<file path="src/rtl/cotangent_edge_weight_top_macros.svh">
// Assertion macros for the cotangent edge weight block.
// Included by modules that carry concurrent assertions.
`ifndef COTANGENT_EDGE_WEIGHT_TOP_MACROS_SVH
`define COTANGENT_EDGE_WEIGHT_TOP_MACROS_SVH
`ifndef NO_ASSERTIONS
`define CEW_ASSERT(label, clk, rst_n, prop, msg) \
    label: assert property (@(posedge clk) disable iff (!rst_n) (prop)) else $error(msg);
`define CEW_ASSERT_NR(label, clk, prop, msg) \
    label: assert property (@(posedge clk) (prop)) else $error(msg);
`else
`define CEW_ASSERT(label, clk, rst_n, prop, msg)
`define CEW_ASSERT_NR(label, clk, prop, msg)
`endif
`endif

</file>
<file path="src/rtl/cew_pkg.sv">
// Shared types and constants for the cotangent edge weight block.
// No dependencies.
package cew_pkg;

    localparam int COORD_FRAC_BITS = 16;
    localparam int DIFF_W = 33;
    localparam int SCL_W = 16;
    localparam int PROD_W = 34;
    localparam int N_W = 64;
    localparam int ROOT_W = 32;
    localparam int NUM_W = 34 + COORD_FRAC_BITS;
    localparam int Q_W = NUM_W;
    localparam int QDEPTH = 4;
    localparam int QPTR_W = 2;

    typedef struct packed {
        logic                last;
        logic                skip;
        logic                degen;
        logic                neg;
        logic [NUM_W-1:0]    num;
        logic [ROOT_W-1:0]   root;
    } cew_job_t;

    typedef enum logic [1:0] {
        ST_IDLE,
        ST_SQRT,
        ST_DIV
    } cew_state_t;

endpackage

</file>
<file path="src/rtl/cew_back.sv">
// Back part: restoring divide, saturation, edge accumulation and output register.
// Depends on cew_pkg.
`include "cotangent_edge_weight_top_macros.svh"
module cew_back
    import cew_pkg::*;
(
    input  logic        clk,
    input  logic        rst_n,
    input  logic        job_valid,
    output logic        job_ready,
    input  cew_job_t    job,
    output logic        out_valid,
    input  logic        out_ready,
    output logic [31:0] out_weight,
    output logic        out_degen,
    output logic        out_excess
);

    logic              busy_reg;
    logic [6:0]        it_reg;
    logic [NUM_W-1:0]  q_reg;
    logic [ROOT_W:0]   r_reg;
    logic signed [32:0] sum_reg;
    logic [1:0]        cnt_reg;
    logic              dseen_reg;
    logic              ov_reg;
    logic [31:0]       w_reg;
    logic              dg_reg, ex_reg;
    logic [ROOT_W:0]   r_sh;
    logic signed [32:0] cot, sum_new;
    logic [33:0]       biased;
    logic              fin;
    logic              ov_set;

    assign job_ready = busy_reg && fin;
    assign out_weight = w_reg;
    assign out_degen = dg_reg;
    assign out_excess = ex_reg;
    assign r_sh = {r_reg[ROOT_W-1:0], q_reg[NUM_W-1]};
    assign fin = (it_reg == 7'(NUM_W)) && !(ov_reg && !out_ready);
    assign ov_set = busy_reg && fin && job.last;

    always_comb
    begin
        logic [NUM_W-1:0] qs;
        qs = job.neg ? ((q_reg > NUM_W'(33'h80000000)) ? NUM_W'(33'h80000000) : q_reg)
                     : ((q_reg > NUM_W'(32'h7FFFFFFF)) ? NUM_W'(32'h7FFFFFFF) : q_reg);
        cot = job.neg ? -$signed({1'b0, qs[31:0]}) : $signed({1'b0, qs[31:0]});
        if (job.neg && qs[32])
            cot = -33'sh80000000;
        sum_new = sum_reg;
        if (!job.skip && !job.degen)
            sum_new = sum_reg + cot;
        biased = 34'(sum_new) + 34'h100000000;
    end

    always_ff @(posedge clk or negedge rst_n)
    begin
        if (!rst_n)
        begin
            busy_reg <= 1'b0;
            it_reg <= '0;
            q_reg <= '0;
            r_reg <= '0;
            sum_reg <= '0;
            cnt_reg <= '0;
            dseen_reg <= 1'b0;
            ov_reg <= 1'b0;
            w_reg <= '0;
            dg_reg <= 1'b0;
            ex_reg <= 1'b0;
        end
        else
        begin
            ov_reg <= ov_set || (ov_reg && !out_ready);
            if (!busy_reg && job_valid)
            begin
                busy_reg <= 1'b1;
                it_reg <= '0;
                q_reg <= job.num;
                r_reg <= '0;
            end
            else if (busy_reg && it_reg != 7'(NUM_W))
            begin
                if (r_sh >= {1'b0, job.root})
                begin
                    r_reg <= r_sh - {1'b0, job.root};
                    q_reg <= {q_reg[NUM_W-2:0], 1'b1};
                end
                else
                begin
                    r_reg <= r_sh;
                    q_reg <= {q_reg[NUM_W-2:0], 1'b0};
                end
                it_reg <= it_reg + 7'd1;
            end
            else if (busy_reg && fin)
            begin
                busy_reg <= 1'b0;
                if (job.last)
                begin
                    w_reg <= 32'(biased[33:1] - 33'h80000000);
                    dg_reg <= dseen_reg || (!job.skip && job.degen);
                    ex_reg <= (cnt_reg == 2'd2) || (cnt_reg == 2'd3);
                    sum_reg <= '0;
                    cnt_reg <= '0;
                    dseen_reg <= 1'b0;
                end
                else
                begin
                    sum_reg <= sum_new;
                    if (cnt_reg != 2'd3)
                        cnt_reg <= cnt_reg + 2'd1;
                    if (!job.skip && job.degen)
                        dseen_reg <= 1'b1;
                end
            end
        end
    end

    assign out_valid = ov_reg;

    `CEW_ASSERT(a_out_hold, clk, rst_n, out_valid && !out_ready |=> out_valid && $stable(out_weight), "result lost")
    `CEW_ASSERT(a_it_bound, clk, rst_n, it_reg <= 7'(NUM_W), "divide count")

endmodule

</file>
<file path="config.mk">
export PLATFORM = sky130hd
export DESIGN_NAME = cew_back
export DESIGN_NICKNAME = d
export VERILOG_FILES = /design/src/rtl/cew_pkg.sv /design/src/rtl/cew_back.sv
export VERILOG_INCLUDE_DIRS = /design/src /design/src/rtl
export SDC_FILE = /design/constraint.sdc
export NUM_CORES = 1
export LEC_CHECK = 0
export BUFFER_PORTS_ARGS = -buffer_cell sky130_fd_sc_hd__buf_4
export CORE_MARGIN = 2
export CORE_UTILIZATION = 60
export DETAILED_ROUTE_END_ITERATION = 12
export GPL_ROUTABILITY_DRIVEN = 0
export GPL_TIMING_DRIVEN = 0
export PLACE_DENSITY = 0.83
export SYNTH_ARGS = -nofsm -noshare
export SYNTH_HDL_FRONTEND = slang
export SYNTH_SLANG_ARGS = --single-unit
</file>
<file path="constraint.sdc">
create_clock -name clk -period 7.7 [get_ports clk]
set_input_delay 1.155 -clock clk [delete_from_list [all_inputs] [get_ports clk]]
set_output_delay 1.155 -clock clk [all_outputs]
set_load 0.1 [all_outputs]
</file>
# Yosys cells after proc, flatten, opt, wreduce, memory -nomap -nowiden

Index checks and enable logic that the tools add are counted.

Flip-flop bits (word level): 161
Input bits: 90

$add $sub $neg: 7
$lt $le $gt $ge: 3
Eq/ne operators: 6
Multiplexer cells: 22
Bitwise gates (word level): 2
Reductions and logical operators: 26

Operators by type and width:

| cell                                                                    | count |
|---|---|
| 33-bit 2-to-1 mux                                                       | 7 |
| 50-bit 2-to-1 mux                                                       | 2 |
| 32-bit 2-to-1 mux                                                       | 3 |
| 50-bit by 31-bit > comparator with 1-bit output (second input constant) | 1 |
| 50-bit by 32-bit > comparator with 1-bit output (second input constant) | 1 |
| 33-bit adder                                                            | 1 |
| 33-bit adder (second input constant)                                    | 1 |
| 33-bit by 32-bit >= comparator with 1-bit output                        | 1 |
| 32-bit negation with 33-bit output                                      | 1 |
| 32-bit subtractor                                                       | 1 |
| 32-bit subtractor (second input constant)                               | 1 |
| 7-bit 2-to-1 mux                                                        | 2 |
| 4-bit AND reduction                                                     | 3 |
| 1-bit logical AND                                                       | 9 |
| 2-bit nonzero test                                                      | 4 |
| 7-bit by 1-bit adder with 7-bit output (second input constant)          | 1 |
| 7-bit by 6-bit equality test with 1-bit output (second input constant)  | 1 |
| 7-bit by 6-bit != test with 1-bit output (second input constant)        | 1 |
| 1-bit 2-to-1 mux                                                        | 6 |
| 1-bit logical NOT                                                       | 5 |
| 2-bit equality test (second input constant)                             | 2 |
| 2-bit 2-to-1 mux                                                        | 2 |
| 2-bit != test (second input constant)                                   | 2 |
| 1-bit logical OR                                                        | 3 |
| other kinds (4)                                                         | 5 |

# Logic depth before layout (Yosys ltp)

Depth after elaboration: 10
Depth in mapped cells: 29
Depth with buffers taken out: 27

# Worst setup path after synthesis

OpenSTA, ideal clock, no wires.

Path kind: in2reg
Start point: input port job[82] in the netlist's numbering
End point: register sum_reg[32]
Arrival: 5.933 ns
Data required time: 7.570 ns
Path slack: 1.638 ns
Stages: 23
Path buffers: 2
Cells stage by stage: clkbuf_1 > o21ai_1 > buf_2 > a21oi_1 > ha_1 > or3b_1 > or3_1 > nor2_1 > nand3b_1 > a21oi_1 > nand2_1 > o2111a_1 > a21oi_1 > ha_1 > and3_1 > and2_1 > a2111oi_0 > o211ai_1 > a41oi_1 > nor3b_1 > a211oi_2 > mux2i_1 > o21ai_1

Longest elaborated chain between the ends: 7
Elaborated cells on any way between the ends: 8
Classes of those cells: add/sub: 2; mux: 5; reduce/logical: 1

RTL lines:

| element                            | line            | source |
|---|---|---|
| from (decl)                        | cew_back.sv:11  | `input cew_job_t job,` |
| 33-bit 2-to-1 mux                  | cew_back.sv:46  | `qs = job.neg ? ((q_reg > NUM_W'(33'h80000000)) ? NUM_W'(33'h80000000) : q_reg)` |
| 32-bit negation with 33-bit output | cew_back.sv:48  | `cot = job.neg ? -$signed({1'b0, qs[31:0]}) : $signed({1'b0, qs[31:0]});` |
| 33-bit 2-to-1 mux                  | cew_back.sv:48  |  |
| 33-bit 2-to-1 mux (*)              | cew_back.sv:49  | `if (job.neg && qs[32])` |
| 33-bit adder (*)                   | cew_back.sv:53  | `sum_new = sum_reg + cot;` |
| 33-bit 2-to-1 mux (*)              | cew_back.sv:52  | `if (!job.skip && !job.degen)` |
| 33-bit 2-to-1 mux (*)              | cew_back.sv:100 | `if (job.last)` |
| to (signal assigned)               | cew_back.sv:111 | `sum_reg <= sum_new;` |
| to (decl)                          | cew_back.sv:23  | `logic signed [32:0] sum_reg;` |

Every way passes the cells marked *; elsewhere a longest branch is shown, timed or not.
A chain may end at the register's enable or synchronous reset.

# Worst setup path after layout

Start point: register q_reg[49]
End point: register sum_reg[32]

Longest elaborated chain between the ends: 9
Elaborated cells on any way between the ends: 12
Classes of those cells: add/sub: 2; order compare: 2; mux: 7; reduce/logical: 1

RTL lines:

| element                                                                                                                   | line                           | source |
|---|---|---|
| from (decl)                                                                                                               | cew_back.sv:21                 | `logic [NUM_W-1:0] q_reg;` |
| from (signal assigned)                                                                                                    | cew_back.sv:80                 | `q_reg <= job.num;` |
| from (signal assigned)                                                                                                    | cew_back.sv:88                 | `q_reg <= {q_reg[NUM_W-2:0], 1'b1};` |
| from (signal assigned)                                                                                                    | cew_back.sv:93                 | `q_reg <= {q_reg[NUM_W-2:0], 1'b0};` |
| 50-bit by 31-bit > comparator with 1-bit output / 50-bit by 32-bit > comparator with 1-bit output (equally long branches) | cew_back.sv:47, cew_back.sv:46 |  |
| 33-bit 2-to-1 mux (on tied branches)                                                                                      | cew_back.sv:47, cew_back.sv:46 |  |
| 33-bit 2-to-1 mux (*)                                                                                                     | cew_back.sv:46                 |  |
| 32-bit negation with 33-bit output                                                                                        | cew_back.sv:48                 |  |
| 33-bit 2-to-1 mux                                                                                                         | cew_back.sv:48                 |  |
| 33-bit 2-to-1 mux (*)                                                                                                     | cew_back.sv:49                 |  |
| 33-bit adder (*)                                                                                                          | cew_back.sv:53                 |  |
| 33-bit 2-to-1 mux (*)                                                                                                     | cew_back.sv:52                 |  |
| 33-bit 2-to-1 mux (*)                                                                                                     | cew_back.sv:100                |  |

Marked as above.

==> results <==
- The run finished with clean final reports.
- The worst hold path passes through 2 cells.
- The horizontal die dimension is roughly 140 um.
- Measured against its own limit, the worst slew margin works out to 44.51%.
- The library cells used most frequently in the layout, excluding fill and tap cells, are sky130_fd_sc_hd__nand2_1, sky130_fd_sc_hd__dfrtp_1, sky130_fd_sc_hd__buf_4, sky130_fd_sc_hd__a21oi_1, sky130_fd_sc_hd__o21ai_0.
- The effective utilization at floorplan is approximately 61%.
- The worst flop-to-flop path startpoint is q_reg[49].
- The slew of the pin with the lowest slew margin is between 0.8 and 0.9 ns.
- The delay of the slowest cell on the worst path is slightly below 0.6 ns.
- The root buffer cell is sky130_fd_sc_hd__clkbuf_16.
- Prior to clock tree synthesis, the placed netlist has a worst setup slack of 0.3624 ns.
- The design draws between 0.005 and 0.006 W.
- Entering global routing, the biggest net connects 95 pins.
- In this run the power density over the cells is roughly 390 mW/mm2.
- The detailed-routing iteration count for the pre-antenna-repair pass is 6.
- Across the run, the number of max-cap violations was 0.
- The async set-reset flop share out of synthesis is 100.0%.
- In the routed design, unresolved DRC markers number 0.
- Subtracting the final worst setup slack from the clock period gives approximately 7.4 ns.
- STA puts the critical path data arrival time at roughly 7.7 ns.
- Counting flops and latches in the post-synthesis netlist gives approximately 160.
- The mean area per synthesized cell is 8.035 um2.
- The endpoint of the lowest-slack register-to-register path is sum_reg[32].
- The flip-flop count of the largest register after layout is 50.
- The minimum hold slack is roughly 0.47 ns.
- The register cell area after layout is approximately 0.004 mm2.
- The clock latency on the worst-skew pair is about 0.44 ns.
- The count of antenna diodes in the layout is 0.
- Summed over all cells, the static leakage comes to ~6.1 nW.
- The number of port buffers is between 100 and 150.
- Global routing used ~35% of the available tracks.
- The first routing iteration left ~1300 violations.
- The number of rows created at floorplan is 50.
- The boundary pin count is 126.
- The slack of the worst reg-to-reg path is around 0.34 ns.
- The type of the worst min-delay path is reg -> reg.
- The number of inserted filler cells in the final layout is 1504.
- The number of buffers added for setup after CTS is 0.
- Summed over all layers, the routed wires come to approximately 34000 um.
- During synthesis, Yosys emitted a total of 0 warnings.
- The area occupied by multi-input gates is around 0.0068 mm2.
- The cell area that synthesis handed to floorplanning was ~0.011 mm2.
- The number of nets in the final layout is 1719.
- The number of enable-type register cells in the synthesized netlist is 0.
- The number of nets still failing antenna checks after routing is 0.
- Sequential elements use between 30% and 40% of the synthesized area.
- The most common cell after layout, fill and taps aside is sky130_fd_sc_hd__nand2_1.
- The worst ir drop on vdd is about 220 uV.
- The category of cells accounting for the largest share of critical-path delay is compound AO/OA/AOI/OAI gates.
- The via count of the first global-routing pass is about 11000.
- The path with the worst hold slack has its endpoint at out_degen.
- The worst register-to-register path has a depth of 25.
- The type of element capturing the critical path is a register.
- The clock edge transition at the registers on the reported setup and hold paths is ~0.070 ns.
- The placement-stage cell area is about 0.013 mm2.
- Setup violations remaining at the end of the flow were counted as 0.
- The ratio of cells with drive above 1 in the final layout is a little under an eighth.
- TritonCTS built the clock tree.
- The area overhead of the layout relative to synthesis is 16.74%.
- The number of clock sinks seen by CTS is between 150 and 200.
- The final hold violation count is 0.
- The synthesized netlist contains roughly 70 unique library cells.
- For this run, the leading register cell type out of synthesis is sky130_fd_sc_hd__dfrtp_1.
- When the netlist entered floorplanning its net count stood at between 1500 and 2000.
- The kind of start point of the critical path is a register.
- The final critical-path share of the clock period is 95.52%.
- At the worst endpoint, the required time is approximately 8 ns.
- Setup repair after global routing left no endpoint under its margin.
- The kind of critical path is reg -> reg.
- The clock tree skew after final layout is around 0.0081 ns.
- The initial antenna violation count was 0.
- The final route contains approximately 12000 vias.
- The H-tree generated during clock tree synthesis spans 4 levels.
- The summed area of non-filler cells in the final layout is roughly 0.013 mm2.
- The routed wirelength normalized by instance count is 18.86 um.
- The worst setup slack after layout is roughly 0.34 ns.
- The maximum clock insertion buffer count is 2.
- Together, buffers and inverters on the worst path number 2.
- The maximum net fanout on the critical path is 10.
- Counting the buffers created by CTS gives 17.
- The worst hold path begins at out_degen.
- After technology mapping, the gate count stands at between 1000 and 1500.
- In the routed layout, each cell is associated on average with a via count of 6.447.
- The total overflow left after global routing is 0.
- The overall die height is roughly 140 um.
- The total area inside the core boundary comes to 0.01864 mm2.
- In this design, the critical path's most frequently occurring cell is sky130_fd_sc_hd__ha_1.
- The sum of negative setup slack is 0 ns.
- The half-perimeter wire length after detailed placement is around 25000 um.
- The number of slew-limit violations in the final report is 0.
- The global-route wire length before repair is between 50000 and 60000 um.
- Static timing analysis puts the maximum clock frequency at roughly 140 MHz.
- The slowest stage of the critical path is the sky130_fd_sc_hd__or4_4 cell.
- The floorplan step defined a die boundary enclosing roughly 0.020 mm2.
==> kinds of logic after synthesis <==
logic type / after synthesis / synth area share, %
XOR/XNOR: 53 / 4.089
adder cells (fa/ha/maj): 71 / 7.957
AND/OR/NAND/NOR: 515 / 20.28
flip-flops: 161 / 35.49
AO/OA/AOI/OAI: 474 / 26.85
multiplexers: 11 / 0.9809
buffers and inverters: 128 / 4.364
==> final cells by class <==
| class | count | area share (%) |
|---|---|---|
| Tap cell | 234 | 2.209 |
| Inverter | 53 | 1.501 |
| Clock buffer | 21 | 3.550 |
| Multi-Input combinational cell | 1124 | 51.61 |
| Sequential cell | 161 | 30.40 |
| Clock inverter | 11 | 1.152 |
| Timing Repair Buffer | 126 | 7.344 |
| Buffer | 75 | 2.237 |
==> cell usage after synthesis (32+ instances only) <==
cell                         n  area (um2)
sky130_fd_sc_hd__ha_1       69       863.3
sky130_fd_sc_hd__nand3_1    39       195.2
sky130_fd_sc_hd__nand2_1   263       987.2
sky130_fd_sc_hd__xnor2_1    32       280.3
sky130_fd_sc_hd__inv_1      52       195.2
sky130_fd_sc_hd__dfrtp_1   161        4029
sky130_fd_sc_hd__clkbuf_1   60       225.2
sky130_fd_sc_hd__nor2_1    103       386.6
sky130_fd_sc_hd__o21ai_0   108       540.5
sky130_fd_sc_hd__a22oi_1    56       420.4
sky130_fd_sc_hd__a21oi_1   109       545.5
sky130_fd_sc_hd__a31oi_1    35       219.0
==> through the flow <==
step / std cells / util (%)
after floorplan: 1413 / -
after global placement: 1772 / 67.50
after detailed placement: 1773 / 67.69
after CTS: 1805 / 71.03
after global routing: 1805 / 71.09
final: 1805 / 71.09
==> per-layer routing <==
layer	up-vias	share of wire (%)	wire, um	global-route usage [%]
met5	-	0	0	0
li1	5401	-	-	-
met4	0	3.5	1179	13.16
met3	118	10	3423	6.784
met1	5438	42	14150	47.68
met2	679	45	15290	54.37
==> report_power, final <==
part           total, W  switching, W  internal, W
Combinational   0.00274       0.00171      0.00103
Sequential      0.00152      0.000342      0.00118
Clock          0.000911      0.000372     0.000539
==> worst max-delay path by stage <==
stage | from | endpoint | slack (ns) | depth (start not counted)
after floorplan | job[82] | sum_reg[32] | 1.64 | 23
after global placement | job[82] | sum_reg[32] | 0.43 | 25
after detailed placement | job[82] | sum_reg[32] | 0.36 | 25
after CTS | q_reg[49] | sum_reg[32] | 0.32 | 25
after global routing | q_reg[49] | sum_reg[30] | 0.01 | 26
final | q_reg[49] | sum_reg[32] | 0.34 | 25
==> timing repair <==
action,CTS,global route
hold buffers,0,0
gates resized for setup,0,3
endpoints found under the setup margin,0,6
==> tightest hold or removal path: cells and delay by family, from the launching register on <==
kind	cells	cell delay (ns)
flops	1	0.35
simple gates	2	0.10
Power figures use the tool's default switching activity.
