--- config.mk ---
export PLATFORM = sky130hd
export DESIGN_NAME = cew_queue
export DESIGN_NICKNAME = d
export VERILOG_FILES = /design/src/rtl/cew_pkg.sv /design/src/rtl/cew_queue.sv
export VERILOG_INCLUDE_DIRS = /design/src /design/src/rtl
export SDC_FILE = /design/constraint.sdc
export NUM_CORES = 1
export LEC_CHECK = 0
export ABC_CLOCK_PERIOD_IN_PS = 4100
export BUFFER_PORTS_ARGS = -buffer_cell sky130_fd_sc_hd__buf_2
export CAP_MARGIN = 20
export CORE_ASPECT_RATIO = 0.5
export CORE_UTILIZATION = 50
export CTS_BUF_LIST = sky130_fd_sc_hd__clkbuf_4 sky130_fd_sc_hd__clkbuf_8 sky130_fd_sc_hd__clkbuf_16
export DETAILED_ROUTE_END_ITERATION = 8
export PLACE_DENSITY = 0.79
export SYNTH_ARGS = -nofsm -noshare
export SYNTH_HDL_FRONTEND = slang
export SYNTH_SLANG_ARGS = --single-unit
--- constraint.sdc ---
create_clock -name clk -period 4.1 [get_ports clk]
set_input_delay 0.205 -clock clk [delete_from_list [all_inputs] [get_ports clk]]
set_output_delay 0.205 -clock clk [all_outputs]
set_load 0.02 [all_outputs]
--- src/rtl/cotangent_edge_weight_top_macros.svh ---
// Assertion macros for the cotangent edge weight block.
// Included by modules that carry concurrent assertions.
`ifndef COTANGENT_EDGE_WEIGHT_TOP_MACROS_SVH
`define COTANGENT_EDGE_WEIGHT_TOP_MACROS_SVH
`ifndef NO_ASSERTIONS
`define CEW_ASSERT(label, clk, rst_n, prop, msg) \
    label: assert property (@(posedge clk) disable iff (!rst_n) (prop)) else $error(msg);
`define CEW_ASSERT_NR(label, clk, prop, msg) \
    label: assert property (@(posedge clk) (prop)) else $error(msg);
`else
`define CEW_ASSERT(label, clk, rst_n, prop, msg)
`define CEW_ASSERT_NR(label, clk, prop, msg)
`endif
`endif

--- src/rtl/cew_pkg.sv ---
// Shared types and constants for the cotangent edge weight block.
// No dependencies.
package cew_pkg;

    localparam int COORD_FRAC_BITS = 16;
    localparam int DIFF_W = 33;
    localparam int SCL_W = 16;
    localparam int PROD_W = 34;
    localparam int N_W = 64;
    localparam int ROOT_W = 32;
    localparam int NUM_W = 34 + COORD_FRAC_BITS;
    localparam int Q_W = NUM_W;
    localparam int QDEPTH = 4;
    localparam int QPTR_W = 2;

    typedef struct packed {
        logic                last;
        logic                skip;
        logic                degen;
        logic                neg;
        logic [NUM_W-1:0]    num;
        logic [ROOT_W-1:0]   root;
    } cew_job_t;

    typedef enum logic [1:0] {
        ST_IDLE,
        ST_SQRT,
        ST_DIV
    } cew_state_t;

endpackage

--- src/rtl/cew_queue.sv ---
// Short job queue between front and back parts.
// Depends on cew_pkg.
`include "cotangent_edge_weight_top_macros.svh"
module cew_queue
    import cew_pkg::*;
(
    input  logic      clk,
    input  logic      rst_n,
    input  logic      wr_valid,
    output logic      wr_ready,
    input  cew_job_t  wr_job,
    output logic      rd_valid,
    input  logic      rd_ready,
    output cew_job_t  rd_job
);

    cew_job_t mem [QDEPTH];
    logic [QPTR_W-1:0] wp_reg, rp_reg;
    logic [QPTR_W:0]   cnt_reg;

    assign wr_ready = (cnt_reg != 3'(QDEPTH));
    assign rd_valid = (cnt_reg != '0);
    assign rd_job = mem[rp_reg];

    always_ff @(posedge clk)
    begin
        if (wr_valid && wr_ready)
            mem[wp_reg] <= wr_job;
    end

    always_ff @(posedge clk or negedge rst_n)
    begin
        if (!rst_n)
        begin
            wp_reg <= '0;
            rp_reg <= '0;
            cnt_reg <= '0;
        end
        else
        begin
            if (wr_valid && wr_ready)
                wp_reg <= wp_reg + 1'b1;
            if (rd_valid && rd_ready)
                rp_reg <= rp_reg + 1'b1;
            cnt_reg <= cnt_reg + 3'(wr_valid && wr_ready) - 3'(rd_valid && rd_ready);
        end
    end

    `CEW_ASSERT(a_cnt_max, clk, rst_n, cnt_reg <= 3'(QDEPTH), "queue overflow")

endmodule

Word-level counts from Yosys, hierarchy flattened

Memories as Yosys holds them, arrays and structs flattened.
Cells that the tools add are included.

Memories: 1
Input port bits: 90
RAM bits: 344
Register bits after elaboration: 7
Output and inout port bits: 88
Word-level logic and storage cells: 14

Reductions and logical operators: 3
Muxes and demuxes: 2
Add/sub/neg operators: 4
Eq/ne operators: 1

Memory list:

| name | words | width | rd ports | clocked after memory_dff | wr ports | RTL line        | source |
|---|---|---|---|---|---|---|---|
| mem  | 4     | 86    | 1        | 0                        | 1        | cew_queue.sv:17 | `cew_job_t mem [QDEPTH];` |

Operators with widths:

| operator              | count |
|---|---|
| $add A2 B1 Y2 const B | 2 |
| $add A3 B1 Y3         | 1 |
| $ne A3 B3 Y1 const B  | 1 |
| $reduce_bool A3 Y1    | 1 |
| $sub A3 B1 Y3         | 1 |
| $logic_and A1 B1 Y1   | 2 |
| $mux W1               | 2 |

Logic depth before layout (Yosys ltp)

Gate-level depths: netlist of the first run.

Depth after elaboration: 4
Gate-level depth with buffers: 9
Gate-level depth less buffers: 9

Least setup slack after synthesis of the first run

Ideal clock, no wire load.

Path type: register to register
Start point: register cnt_reg[2]
End point: memory mem[0][0] (netlist bit) (enable)
Cell stages (with the launch flop): 3
Setup slack: 901 ps
Clock period less this slack: 3199 ps
Library setup time: 455 ps
Arrival time: 2744 ps
Path buffers: 0
Data required time: 3645 ps
Cell sequence: dfrtp_1 > nor3b_1 > and3b_1

Word-level cells in the longest chain between the ends: 4

Ends and longest elaborated chain:

| element                       | RTL line        | source |
|---|---|---|
| start, declared               | cew_queue.sv:19 | `logic [QPTR_W:0] cnt_reg;` |
| start signal, assigned        | cew_queue.sv:45 | `cnt_reg <= cnt_reg + 3'(wr_valid && wr_ready) - 3'(rd_valid && rd_ready);` |
| $ne A3 B3 Y1                  | cew_queue.sv:21 | `assign wr_ready = (cnt_reg != 3'(QDEPTH));` |
| $logic_and A1 B1 Y1           | cew_queue.sv:27 | `if (wr_valid && wr_ready)` |
| $mux W1                       | cew_queue.sv:27 |  |
| $mux W1 (not written as such) | cew_queue.sv:28 | `mem[wp_reg] <= wr_job;` |
| end, declared                 | cew_queue.sv:17 |  |

No other way between the ends.

==> flow_metrics.env, run 1 <==
export IMPL_die_height_microns=115
export IMPL_critical_path_peak_fanout=24
export IMPL_detailedPlace_worstSlack_ps=1490
export IMPL_synth_simple_gate_area_frac=0.00778
export IMPL_worst_endpoint_arrival_ps=2530
export IMPL_gp_congestion=0.757
export IMPL_ant_nets=0
export IMPL_vdd_drop_max_v=0.000380
export IMPL_power_density_nw_per_um2=722
export IMPL_rsz_0062_raised_after_global_routing="no"
export IMPL_worst_hold_path_type="in -> async"
export IMPL_final_max_slew_viol_count=0
export IMPL_htree_num_levels=1
export IMPL_wl_per_cell_microns=21.2
export IMPL_post_route_worst_setup_slack_ps=1360
export IMPL_netlist_area_sq_um=12900
export IMPL_synth_adder_area_share=0.00739
export IMPL_netlist_instances=491
export IMPL_crit_path_max_incr_delay_ps=760
export IMPL_power_leakage_uw=0.00557
export IMPL_area_delta_synth_final_pct=25.5
export IMPL_finalWirelength_microns=24300
export IMPL_routed_via_density=5.33
export IMPL_grtUsageTotal=0.185
export IMPL_synth_warning_count=0
export IMPL_standard_cell_core_area_sq_um=25200
export IMPL_placed_area_sq_um=14200
export IMPL_drive_gt1_frac=0.409
export IMPL_grt_antenna_before_repair=0
export IMPL_worstSetupStartpointType="flop"
export IMPL_cap_viol_max_count=0
export IMPL_clock_skew_final_ps=12.5
export IMPL_setup_viol_count_final=0
export IMPL_max_slew_margin=0.428
export IMPL_dieWidth_microns=229
export IMPL_grt_start_max_net_pins=73
export IMPL_worst_slew_pin_transition_ps=858
export IMPL_synth_seq_area_share=0.816
export IMPL_grt_pass1_vias=6549
export IMPL_syn_mean_instance_area_sq_um=26.2
export IMPL_timing_rr_end="cnt_reg[2]"
export IMPL_cts_hold_fix_buffers=89
export IMPL_post_route_min_period_ps=2740
export IMPL_clock_latency_ps=550
export IMPL_layout_nets=877
export IMPL_grt_remaining_overflow=0
export IMPL_path_cells="buf_4 -> mux4_2 -> buf_2"
export IMPL_critical_path_data_required_time_ps=3890
export IMPL_drc_errors=0
export IMPL_placementRows=41
export IMPL_netlist_cell_type_count=23
export IMPL_timing_reg2reg_setup_slack_ps=1410
export IMPL_whs_ps=26.2
export IMPL_postCtsResizedCells=0
export IMPL_mappedNetlistNets=588
export IMPL_instances_no_fill=1148
export IMPL_timing_setup_tns_ps=0
export IMPL_ioPinCount=178
export IMPL_mostFrequentLayoutCells="edfxtp_1, buf_2, dlygate4sd3_1, mux4_2, clkbuf_16"
export IMPL_synth_top_family_by_area="multiplexers"
export IMPL_critPathCaptureType="output pin"
export IMPL_drt_initial_drc_count=363
export IMPL_final_report_hold_violation_count=0
export IMPL_criticalPathCategory="reg -> out"
export IMPL_synth_compound_area_frac=0.00253
export IMPL_largest_register_ff_count=344
export IMPL_first_pass_grt_wire_length_microns=36700
export IMPL_root_buffer="clkbuf_16"
export IMPL_tritoncts="done"
export IMPL_tritoncts_num_sinks=351
export IMPL_initial_utilization=0.510
export IMPL_timing_reg2reg_worst_path_depth=9
export IMPL_cts_buffers_inserted=30
export IMPL_ys_seq_elements=351
export IMPL_reg2reg_launch_point="cnt_reg[1]"
export IMPL_yosys_area_share_xor_xnor=0.00272
export IMPL_layout_cell_area_non_filler_sq_um=16200
export IMPL_synth_mux_area_frac=0.150
export IMPL_layout_cells_most_common="edfxtp_1"
export IMPL_max_freq_ghz=0.365
export IMPL_outcome="completed"
export IMPL_antenna_diode_count=0
export IMPL_via_count=6122
export IMPL_clk_pin_slew_ps=70
export IMPL_placedCellCount=1003
export IMPL_dp_hpwl_microns=13300
export IMPL_drt_pre_antenna_iters=4
export IMPL_longest_clk_path_bufs=3
export IMPL_worst_path_max_delay_cell="dfrtp_4"
export IMPL_timing_final_crit_share=0.668
export IMPL_cts_post_setup_buffers_inserted=0
export IMPL_dieArea_sq_um=26400
export IMPL_placement_io_buffers=177
-- worst max-delay path by stage --
stage                       to        from  depth (start not counted)  slack [ps]
floorplan            mem[0][0]  cnt_reg[2]                          2         900
global placement    cnt_reg[2]  cnt_reg[1]                          9        1640
detailed placement  cnt_reg[2]  cnt_reg[1]                          9        1490
CTS                 rd_job[45]   rp_reg[0]                          3        1270
global route        rd_job[43]   rp_reg[0]                          3        1190
finish              rd_job[45]   rp_reg[0]                          3        1360
-- power breakdown --
part / switching [uW] / internal (uW)
Sequential: 377 / 4730
Clock: 1230 / 1780
Combinational: 2020 / 1530
Total: 3630 / 8040
-- cell families after synthesis --
kind of cell	Yosys count
XOR/XNOR	4
buffers and inverters	26
flip-flops	351
AO/OA/AOI/OAI	4
AND/OR/NAND/NOR	13
multiplexers	86
adder cells (fa/ha/maj)	7
-- synth_stat cells, drive strengths merged --
cell	count	area share
ha	6	0.0058
o31a	1	0.00068
nand4bb	2	0.0017
clkbuf	4	0.0012
nor3b	1	0.00058
xnor2	3	0.0020
xor2	1	0.00068
inv	6	0.0017
o311ai	1	0.00068
edfxtp	344	0.80
o211ai	2	0.0012
nand2	1	0.00029
mux4	86	0.15
dfrtp	7	0.014
and3b	4	0.0027
nand2b	4	0.0019
buf	16	0.0099
or3	1	0.00049
fa	1	0.0016
-- per-stage QoR --
stage	util	power, uW
2_1_floorplan	-	7590
3_3_place_gp	0.563	8640
3_5_place_dp	0.563	8710
4_1_cts	0.640	11800
5_1_grt	0.640	12200
6_report	0.640	11700
-- critical path, delay by kind of cell, from the launching register on --
family,cells,cell delay [ps]
muxes,1,580
DFF,1,760
buffers and inverters,2,630
-- layout make-up --
class | instances | area (sq um)
clock buffers | 34 | 798
clock inverters | 22 | 264
fillers | 1673 | 9090
inverters | 6 | 22.5
multi-input cells | 114 | 2210
flip-flops and latches | 351 | 10500
well taps | 344 | 430
repair buffers | 277 | 1910
-- per-layer routing --
layer | track usage | vias to the layer above | wire [microns]
met5 | 0 | - | 0
li1 | - | 2693 | -
met4 | 0.0516 | 0 | 571
met3 | 0.0337 | 45 | 858
met2 | 0.338 | 144 | 13100
met1 | 0.231 | 3240 | 9830
Note: power is estimated with default switching activity, not from simulation.
==> run 2, diff against run 1 <==
--- a/config.mk
+++ b/config.mk
@@ -6,14 +6,15 @@
 export SDC_FILE = /design/constraint.sdc
 export NUM_CORES = 1
 export LEC_CHECK = 0
-export ABC_CLOCK_PERIOD_IN_PS = 4100
+export ABC_AREA = 1
+export ABC_CLOCK_PERIOD_IN_PS = 2300
 export BUFFER_PORTS_ARGS = -buffer_cell sky130_fd_sc_hd__buf_2
 export CAP_MARGIN = 20
 export CORE_ASPECT_RATIO = 0.5
 export CORE_UTILIZATION = 50
 export CTS_BUF_LIST = sky130_fd_sc_hd__clkbuf_4 sky130_fd_sc_hd__clkbuf_8 sky130_fd_sc_hd__clkbuf_16
 export DETAILED_ROUTE_END_ITERATION = 8
-export PLACE_DENSITY = 0.79
+export PLACE_DENSITY = 0.81
 export SYNTH_ARGS = -nofsm -noshare
 export SYNTH_HDL_FRONTEND = slang
 export SYNTH_SLANG_ARGS = --single-unit
==> constraint.sdc (replaced) <==
create_clock -name clk -period 2.3 [get_ports clk]
set_input_delay 0.115 -clock clk [delete_from_list [all_inputs] [get_ports clk]]
set_output_delay 0.115 -clock clk [all_outputs]
set_load 0.02 [all_outputs]
==> run 2 against run 1 <==
Net effect: combinational power up 140%; total power up 99%; die area up 8.0%; routed wire length up 29%; first-iteration DRC count up 130%; count of clock-buffer cells in the layout unchanged; global-route usage up 3.1 points; final cell count up 58%.
==> flow_metrics.env, run 2 <==
export IMPL_outcome="completed"
export IMPL_number_of_enable_type_register_cells_in_the_synthesized_netlist=344
export IMPL_synth_async_sr_flop_share=0.0199
export IMPL_dieWidth_microns=238
export IMPL_power_density_nw_per_um2=1340
export IMPL_placed_area_sq_um=15200
export IMPL_drt_initial_drc_count=841
export IMPL_grt_remaining_overflow=0
export IMPL_mostFrequentLayoutCells="edfxtp_1, nand2_1, buf_2, nor2_1, o21ai_0"
export IMPL_final_max_slew_viol_count=0
export IMPL_fill_cells=1820
export IMPL_synth_mux_area_frac=0
export IMPL_grt_pass1_vias=9247
export IMPL_timing_setup_tns_ps=0
export IMPL_dr_wl_met2_microns=17000
export IMPL_synth_area_leaders="edfxtp_1, nand2_1, o21ai_0"
export IMPL_power_total_uw=23200
export IMPL_standard_cell_core_area_sq_um=26900
export IMPL_clock_skew_final_ps=15.6
export IMPL_finalWirelength_microns=31500
export IMPL_multiInputGateArea_sq_um=2730
export IMPL_synth_largest_type_area_fraction=0.743
export IMPL_drive_gt1_frac=0.183
export IMPL_netlist_area_sq_um=13900
export IMPL_most_frequent_cell_after_synthesis="edfxtp_1"
export IMPL_timing_final_crit_share=0.970
export IMPL_cap_viol_max_count=0
export IMPL_tritoncts_num_sinks=351
export IMPL_max_freq_ghz=0.448
export IMPL_placement_io_buffers=177
export IMPL_crit_path_max_incr_delay_ps=600
export IMPL_worst_path_max_delay_cell="dfrtp_4"
export IMPL_post_synth_top_area_cell="edfxtp_1"
export IMPL_layout_nets=1510
export IMPL_synth_seq_area_share=0.755
export IMPL_power_leakage_uw=0.00698
export IMPL_vdd_drop_max_v=0.000639
export IMPL_drt_pre_antenna_iters=5
export IMPL_clock_latency_ps=570
export IMPL_ioPinCount=178
export IMPL_grt_start_max_net_pins=90
export IMPL_critPathCaptureType="output pin"
export IMPL_highest_layer="met4"
export IMPL_grt_antenna_before_repair=3
export IMPL_max_slew_margin=0.677
export IMPL_largest_register_ff_count=344
export IMPL_drc_errors=0
export IMPL_synth_compound_area_frac=0.0619
export IMPL_tritoncts="done"
export IMPL_via_count=9374
export IMPL_placementRows=42
export IMPL_cts_buffers_inserted=31
export IMPL_worstSetupStartpointType="flop"
export IMPL_post_route_min_period_ps=2230
export IMPL_syn_mean_instance_area_sq_um=12.1
export IMPL_synth_top_family_by_area="simple AND/OR/NAND/NOR gates"
export IMPL_wl_per_cell_microns=17.3
export IMPL_gp_congestion=0.806
export IMPL_netlist_cell_type_count=17
export IMPL_dp_hpwl_microns=16500
export IMPL_synth_adder_area_share=0.00684
export IMPL_synthFlopType="edfxtp_1"
export IMPL_criticalPathCategory="reg -> out"
export IMPL_ant_nets=0
export IMPL_critical_path_data_required_time_ps=2180
export IMPL_htree_num_levels=1
export IMPL_register_area_sq_um=10500
export IMPL_synth_warning_count=0
export IMPL_first_pass_grt_wire_length_microns=47700
export IMPL_critical_path_peak_fanout=31
export IMPL_worst_hold_path_type="in -> reg"
export IMPL_path_cells="inv_2 -> buf_4 -> o21ai_0 -> nand2_1 -> buf_2"
export IMPL_setup_viol_count_final=0
export IMPL_synth_cells_most_frequent="edfxtp_1, nand2_1, nor2_1"
export IMPL_worst_endpoint_arrival_ps=2110
export IMPL_yosys_area_share_xor_xnor=0
export IMPL_mappedNetlistNets=1245
export IMPL_synth_simple_gate_area_frac=0.124
export IMPL_initial_utilization=0.518
export IMPL_drt_met1_wl_microns=12100
export IMPL_grtUsageTotal=0.215
export IMPL_ys_seq_elements=351
export IMPL_netlist_instances=1148
export IMPL_final_report_hold_violation_count=0
export IMPL_longest_clk_path_bufs=3
export IMPL_worst_slew_pin_transition_ps=484
export IMPL_clk_pin_slew_ps=70
export IMPL_area_delta_synth_final_pct=24.7
export IMPL_root_buffer="clkbuf_16"
export IMPL_routed_wl_met3_microns=1540
export IMPL_layout_cells_most_common="edfxtp_1"
export IMPL_routed_via_density=5.17
export IMPL_layout_cell_area_non_filler_sq_um=17400
export IMPL_die_height_microns=120
export IMPL_dieArea_sq_um=28500
-- run 2: changes by cell type after synthesis, sizes merged, moves of 23 or more --
cell / delta
nand2: +276
nor2: +177
o21ai: +172
inv: +96
mux4: -86
buf: +23
-- run 2: kinds of logic (layout without fill, tap and decap cells) --
group | after synthesis | in the layout
AO/OA/AOI/OAI | 172 | 172
other | 0 | 3
flip-flops | 351 | 351
adder cells (fa/ha/maj) | 7 | 7
buffers and inverters | 159 | 448
AND/OR/NAND/NOR | 459 | 459
-- run 2: worst max-delay path: cells and delay by family, from the launching register on --
| family | cells | cell delay [ps] |
|---|---|---|
| AOI/OAI and AO/OA | 1 | 180 |
| buffers and inverters | 3 | 640 |
| DFF | 1 | 600 |
| and+or+nand+nor | 1 | 120 |
-- run 2: layout make-up --
class	count	area share
Sequential cell	351	0.606
Timing Repair Buffer	289	0.121
Clock inverter	23	0.0201
Antenna cell	3	0.000433
Clock buffer	34	0.0460
Inverter	102	0.0224
Tap cell	374	0.0270
Multi-Input combinational cell	638	0.157
-- run 2: path summary, 6_finish.rpt --
kind	start	endpoint	slack (ps)	depth (start not counted)
worst min-delay path	wr_job[70]	mem[0][70]	290	2
max in group asynchronous	rst_n	rp_reg[0]	1470	3
worst max-delay path	rp_reg[0]	rd_job[8]	70	5
worst max register to register	cnt_reg[1]	cnt_reg[2]	120	11
min in group asynchronous	rst_n	cnt_reg[0]	540	3
worst min register to register	wp_reg[1]	wp_reg[1]	540	2
-- run 2: routing by layer --
metal / GRT usage / up-vias
met5: 0 / -
met1: 0.253 / 4596
met3: 0.0343 / 68
met2: 0.401 / 308
met4: 0.0766 / 0
li1: - / 4402
-- run 2: through the flow --
| stage | setup WS, ps | util | std cells | hold WS [ps] |
|---|---|---|---|---|
| floorplan | -175 | - | 1148 | -181 |
| global placement | 334 | 0.566 | 1660 | -45.9 |
| detailed placement | 209 | 0.566 | 1660 | -39.3 |
| CTS | 39.3 | 0.643 | 1808 | 270 |
| global route | -2.08 | 0.646 | 1814 | 292 |
| finish | 70.1 | 0.646 | 1814 | 289 |
-- run 2: timing repair --
item                                    CTS  global route
gates cloned                              0             1
endpoints found under the hold margin   355             0
gates resized for setup                   0            12
endpoints found under the setup margin    7            51
hold buffers                             90             0
setup buffers                             1             2
-- run 2: power breakdown --
part,internal (uW),leakage [uW],total [uW],switching [uW]
Clock,3520,0.000564,5850,2330
Sequential,8410,0.00323,8780,371
Combinational,2560,0.00318,8610,6040
Total,14500,0.00698,23200,8750
